### src/rtl/slt_pkg.sv
// Shared types and constants for the sorted list table.
// Used by slt_cell and sorted_list_table; no other dependencies.
`timescale 1ns / 1ps
`default_nettype none

package slt_pkg;

  localparam int DEF_CAPACITY = 64;
  localparam int VALUE_W      = 32;
  localparam int COUNT_OUT_W  = 7;

  typedef enum logic [1:0] {
    ACT_INSERT = 2'd0,
    ACT_REMOVE = 2'd1,
    ACT_SEARCH = 2'd2,
    ACT_CLEAR  = 2'd3
  } action_t;

  typedef enum logic [1:0] {
    STS_DONE   = 2'd0,
    STS_ABSENT = 2'd1,
    STS_FULL   = 2'd2
  } status_t;

  typedef enum logic {
    ST_IDLE = 1'b0,
    ST_EXEC = 1'b1
  } state_t;

  // Broadcast from the controller to every cell of the row.
  typedef struct packed {
    logic                      smp;    // latch compare flags against probe
    logic                      ins;    // open a slot and write key
    logic                      rem;    // close the gap at the first match
    logic                      clr;    // drop all entries
    logic signed [VALUE_W-1:0] probe;  // value of the request being accepted
    logic signed [VALUE_W-1:0] key;    // value of the request being executed
  } cell_ctl_t;

endpackage

`default_nettype wire

### src/rtl/slt_cell.sv
// One cell of the sorted row: holds one entry, its valid bit and compare flags.
// Depends on slt_pkg for the control struct and widths.
`timescale 1ns / 1ps
`default_nettype none

module slt_cell
  import slt_pkg::*;
(
  input  wire logic                      clk,
  input  wire logic                      rst_n,
  input  wire cell_ctl_t                 ctl,
  input  wire logic signed [VALUE_W-1:0] left_entry,
  input  wire logic                      left_vld,
  input  wire logic                      left_aft,
  input  wire logic signed [VALUE_W-1:0] right_entry,
  input  wire logic                      right_vld,
  output logic signed [VALUE_W-1:0]      entry,
  output logic                           vld,
  output logic                           aft,
  output logic                           eq
);

  logic signed [VALUE_W-1:0] entry_r, entry_nxt;
  logic                      vld_r, vld_nxt;
  // aft: the cell lies past the insert point (empty or greater than the probe).
  logic                      aft_r, ge_r, eq_r;

  always_comb begin
    entry_nxt = entry_r;
    vld_nxt   = vld_r;
    if (ctl.clr) begin
      vld_nxt = 1'b0;
    end else if (ctl.ins && aft_r) begin
      entry_nxt = left_aft ? left_entry : ctl.key;
      vld_nxt   = vld_r | left_vld;
    end else if (ctl.rem && ge_r) begin
      entry_nxt = right_entry;
      vld_nxt   = right_vld;
    end
  end

  always_ff @(posedge clk) begin
    if (!rst_n) begin
      vld_r <= 1'b0;
    end else begin
      vld_r <= vld_nxt;
    end
  end

  always_ff @(posedge clk) begin
    entry_r <= entry_nxt;
    if (ctl.smp) begin
      aft_r <= !vld_r || (entry_r > ctl.probe);
      ge_r  <= vld_r && (entry_r >= ctl.probe);
      eq_r  <= vld_r && (entry_r == ctl.probe);
    end
  end

  assign entry = entry_r;
  assign vld   = vld_r;
  assign aft   = aft_r;
  assign eq    = eq_r;

endmodule

`default_nettype wire
### config.mk
export PLATFORM = sky130hd
export DESIGN_NAME = slt_cell
export DESIGN_NICKNAME = d
export VERILOG_FILES = /design/src/rtl/slt_pkg.sv /design/src/rtl/slt_cell.sv
export SDC_FILE = /design/constraint.sdc
export NUM_CORES = 1
export LEC_CHECK = 0
export ABC_AREA = 1
export BUFFER_PORTS_ARGS = -buffer_cell sky130_fd_sc_hd__buf_4
export CAP_MARGIN = 20
export CORE_ASPECT_RATIO = 0.9
export CORE_UTILIZATION = 43
export CTS_CLUSTER_DIAMETER = 60
export CTS_CLUSTER_SIZE = 8
export DETAILED_ROUTE_END_ITERATION = 10
export PLACE_DENSITY = 0.81
export SYNTH_ARGS = -nofsm -noshare
export SYNTH_HDL_FRONTEND = slang
export SYNTH_SLANG_ARGS = --single-unit
export TNS_END_PERCENT = 20
### constraint.sdc
create_clock -name clk -period 3.36 [get_ports clk]
set_clock_uncertainty 0.05 [all_clocks]
set_input_delay 0.168 -clock clk [delete_from_list [all_inputs] [get_ports clk]]
set_output_delay 0.168 -clock clk [all_outputs]
set_load 0.02 [all_outputs]
Yosys cells after proc, flatten, opt, wreduce, memory -nomap -nowiden
Index checks and enable logic that the tools add are counted.
{"block": "totals", "reg_bits": 36, "inputBits": 137}
{"block": "classes", "n_lt_le_gt_ge": 2, "n_eq_ne": 1, "n_mux": 5, "bitwise_logic": 3, "n_reduce_logical": 9}
{"cell": "2-to-1 mux 32 bit", "n": 3}
{"cell": "equality test 32 bit", "n": 1}
{"cell": ">= comparator 32 bit", "n": 1}
{"cell": "> comparator 32 bit", "n": 1}
{"cell": "logical AND 1 bit", "n": 4}
{"cell": "2-to-1 mux 1 bit", "n": 2}
{"cell": "inverter 1 bit", "n": 2}
{"cell": "AND reduction 2 bit", "n": 1}
{"cell": "nonzero test 2 bit", "n": 1}
{"cell": "OR reduction 2 bit", "n": 1}
{"cell": "logical NOT 1 bit", "n": 1}
{"cell": "logical OR 1 bit", "n": 1}
{"cell": "bitwise OR 1 bit", "n": 1}

Longest topological paths before layout
{"block": "logic_depth", "ltp_word": 3, "mapped_depth": 16, "depth_no_buf": 16}

Least setup slack after synthesis
Ideal clock, no wire load.
{"block": "synth_path", "kind": "register -> register", "startpoint": "register aft_r, in the netlist aft", "endpoint": "register entry_r[0], in the netlist entry[0], enable pin", "setup_ns": 0.432, "arrival_time_ns": 2.446, "slack_ns": 0.432, "path_stages_with_launch": 4, "n_path_buf": 1, "period_less_slack_ns": 2.928, "cell_sequence": "edfxtp_1 -> nand2_1 -> clkbuf_1 -> a21oi_1"}
{"block": "synth_via", "elab_chain_cells": 3}
{"element": "start, declared", "line_no": "slt_cell.sv:26", "source": "logic aft_r, ge_r, eq_r;"}
{"element": "start signal, assigned", "line_no": "slt_cell.sv:53", "source": "aft_r <= !vld_r || (entry_r > ctl.probe);"}
{"element": "logical AND 1 bit", "line_no": "slt_cell.sv:33", "source": "end else if (ctl.ins && aft_r) begin"}
{"element": "nonzero test 2 bit (no line)"}
{"element": "AND reduction 2 bit (no line)"}
{"element": "end signal, assigned", "line_no": "slt_cell.sv:51", "source": "entry_r <= entry_nxt;"}
{"element": "end, declared", "line_no": "slt_cell.sv:23", "source": "logic signed [VALUE_W-1:0] entry_r, entry_nxt;"}
No other way between the ends.
A chain may end at the register's enable or synchronous reset.

Worst setup path in the final report
{"block": "layout_path", "startpoint": "register aft_r, in the netlist aft", "endpoint": "register entry_r[19], in the netlist entry[19], enable pin"}
The elaborated chain is that of the path after synthesis.

==> results.json <==
{
  "finalCritPeriodShare_pct": 67.1,
  "reg2reg_slack_ns": 1.10,
  "start_kind": "flop",
  "crit_fanout": 32,
  "timing.hold.worst_path_depth": 2,
  "synthesis.yosys.warnings": 0,
  "layout.cells.most_common": "sky130_fd_sc_hd__buf_4",
  "post-route-drc-count": 12,
  "cap_violations": 0,
  "pin_count": 172,
  "layout.cell_area.non_filler_mm2": 0.00410,
  "num_antenna_cells": 0,
  "setup_violations": 0,
  "routedWlPerCell_um": 13.9,
  "clock_path_buffers": 2,
  "grt_start_max_net_pins": 34,
  "syn-instance-count": 341,
  "routed_wirelength_um": 8040,
  "internal_power_uw": 878,
  "power-per-cell-area_mw_per_mm2": 303,
  "clock_power_share_pct": 24.2,
  "power.ir.vdd_worst_mv": 0.206,
  "yosys.cell_types.count": 22,
  "clock_insertion_delay_worst_skew_ns": 0.29,
  "cts_buffers": 5,
  "critPathRequiredTime_ns": 3.22,
  "layout-drive-gt1-share_pct": 36.3,
  "power_frac_seq_pct": 43.9,
  "worstMarginPinSlew_ns": 1.09,
  "max_clock_freq_mhz": 443,
  "fin_util_pct": 70.5,
  "swShare_pct": 29.3,
  "post_cts.resized_instances": 0,
  "layout-area-overhead-vs-synth_pct": 54.1,
  "floorplan.die.height_um": 76.7,
  "rsz0062_at_grt": "false",
  "dieWidth_um": 84.9,
  "ctsHoldBuffers": 0,
  "synthFlopType": "sky130_fd_sc_hd__edfxtp_1",
  "power.combinational.fraction_pct": 31.9,
  "synth_nets": 510,
  "cts_num_sinks": 36,
  "timing.hold.worst.class": "primary input to flop",
  "grt_pass1_vias": 2977,
  "placement_stage_cell_area_mm2": 0.00400,
  "type_of_element_capturing_the_critical_path": "flop",
  "leakage_nw": 2.12,
  "fp.dieArea_mm2": 0.00651,
  "core_area_mm2": 0.00582,
  "io_buffer_count": 171,
  "global_route_wire_length_before_repair_um": 13100,
  "violations": "design-rule violations",
  "layout.cells.most_common_list": "sky130_fd_sc_hd__buf_4 (172), sky130_fd_sc_hd__a21oi_1 (79), sky130_fd_sc_hd__nand2_1 (73)",
  "antenna_found_initial": 0,
  "dr_total_vias": 2888,
  "design.final.nets": 677,
  "tns_ns": 0,
  "post-place-cells": 570,
  "synth-async-reset-ratio_pct": 0,
  "slew_headroom_pct": 27.5,
  "clock_tree.htree_level_count": 2,
  "power.net_switching_uw": 365,
  "via_per_inst": 4.99,
  "postSynthRegisterBits": 36,
  "gr-total-overflow": 0,
  "timing_max_transition_violations_final": 0,
  "finalHoldViolations": 0,
  "ys_seq_area_share_pct": 40.2,
  "synthesis.area_mm2": 0.00266,
  "clk_pin_slew_ns": 0.07,
  "dp_hpwl_um": 6240,
  "final_antenna_net_count": 0,
  "status": "complete, but fails checks",
  "fill_cells": 482,
  "post_synth.cell_area_avg_um2": 7.81,
  "post_cts.repair.setup_buffers": 0,
  "min_period_ns": 2.26,
  "track_usage_pct": 25.4,
  "clock_tree.root_cell": "sky130_fd_sc_hd__clkbuf_8",
  "place_congestion": 0.820,
  "crit_type": "flop to flop",
  "tritoncts_clock_tree": "built",
  "worst_ep_arrival_time_ns": 2.12,
  "dr.pass1.iters": 10,
  "r2r_cells": 2,
  "number_of_placement_rows": 26,
  "layoutNonFillerInstCount": 579,
  "floorplan.initialDensity_pct": 45.7,
  "detail_route.iter0.violations": 143,
  "synth-edff-count": 35
}
## critical path, cell delays in order (launching register included)
cell	delay, ns
sky130_fd_sc_hd__edfxtp_1	0.37
sky130_fd_sc_hd__nand2_1	0.42
sky130_fd_sc_hd__a21oi_4	1.01
## flip-flops by register name, indices dropped and copies added, names as in the netlist
name	cells
aft	1
entry	32
eq	1
ge_r	1
vld	1
## layout make-up
| cell class | instances | area, µm² | area share (%) |
|---|---|---|---|
| Tap cell | 70 | 87.6 | 2.13 |
| Sequential cell | 36 | 1070 | 26.1 |
| Timing Repair Buffer | 173 | 1320 | 32.1 |
| Clock buffer | 7 | 76.3 | 1.86 |
| Inverter | 47 | 176 | 4.30 |
| Clock inverter | 1 | 3.75 | 0.0915 |
| Multi-Input combinational cell | 245 | 1370 | 33.4 |
## final timing paths
check | startpoint | endpoint
min reg2reg | vld$_SDFFE_PP0N_ | aft$_DFFE_PP_
min | ctl[64] | vld$_SDFFE_PP0N_
max reg2reg | aft$_DFFE_PP_ | entry[19]$_DFFE_PP_
max | aft$_DFFE_PP_ | entry[19]$_DFFE_PP_
## cell usage after synthesis, types with 2 or more instances
master,count,area share (%)
sky130_fd_sc_hd__a21oi_1,80,15
sky130_fd_sc_hd__nand3_1,6,1.1
sky130_fd_sc_hd__nor3_1,3,0.56
sky130_fd_sc_hd__ha_1,32,15
sky130_fd_sc_hd__nor2_1,38,5.4
sky130_fd_sc_hd__o21a_1,2,0.56
sky130_fd_sc_hd__o21ai_0,2,0.38
sky130_fd_sc_hd__edfxtp_1,35,39
sky130_fd_sc_hd__buf_2,7,1.3
sky130_fd_sc_hd__clkbuf_1,6,0.85
sky130_fd_sc_hd__inv_1,47,6.6
sky130_fd_sc_hd__nand2_1,73,10
## logic make-up after synthesis
| family | synth area share [%] |
|---|---|
| buf+inv | 8.79 |
| compound gates | 16.3 |
| flops | 40.2 |
| fa+ha+maj | 15.0 |
| simple gates | 19.7 |
## through the flow
stage,hold slack [ns],setup slack [ns],power (mW)
finish,0.0158,1.10,1.24
global route,0.0117,0.933,1.31
CTS,0.0101,1.01,1.25
detailed placement,0.321,1.03,0.948
global placement,0.320,1.20,0.935
floorplan,0.196,0.432,0.745
## per-layer routing
| layer | part of all wire [%] | track usage [%] |
|---|---|---|
| met1 | 39 | 29.3 |
| met3 | 6.8 | 4.63 |
| met5 | 0 | 0 |
| met2 | 53 | 46.9 |
| met4 | 1.4 | 8.47 |
## power by group through the flow
stage | Combinational [mW] | Sequential [mW] | Clock [mW]
floorplan | 0.161 | 0.584 | 0
global placement | 0.381 | 0.554 | 0
detailed placement | 0.393 | 0.555 | 0
CTS | 0.394 | 0.545 | 0.306
global route | 0.442 | 0.548 | 0.321
finish | 0.396 | 0.545 | 0.301
Note: power is estimated with default switching activity, not from simulation.
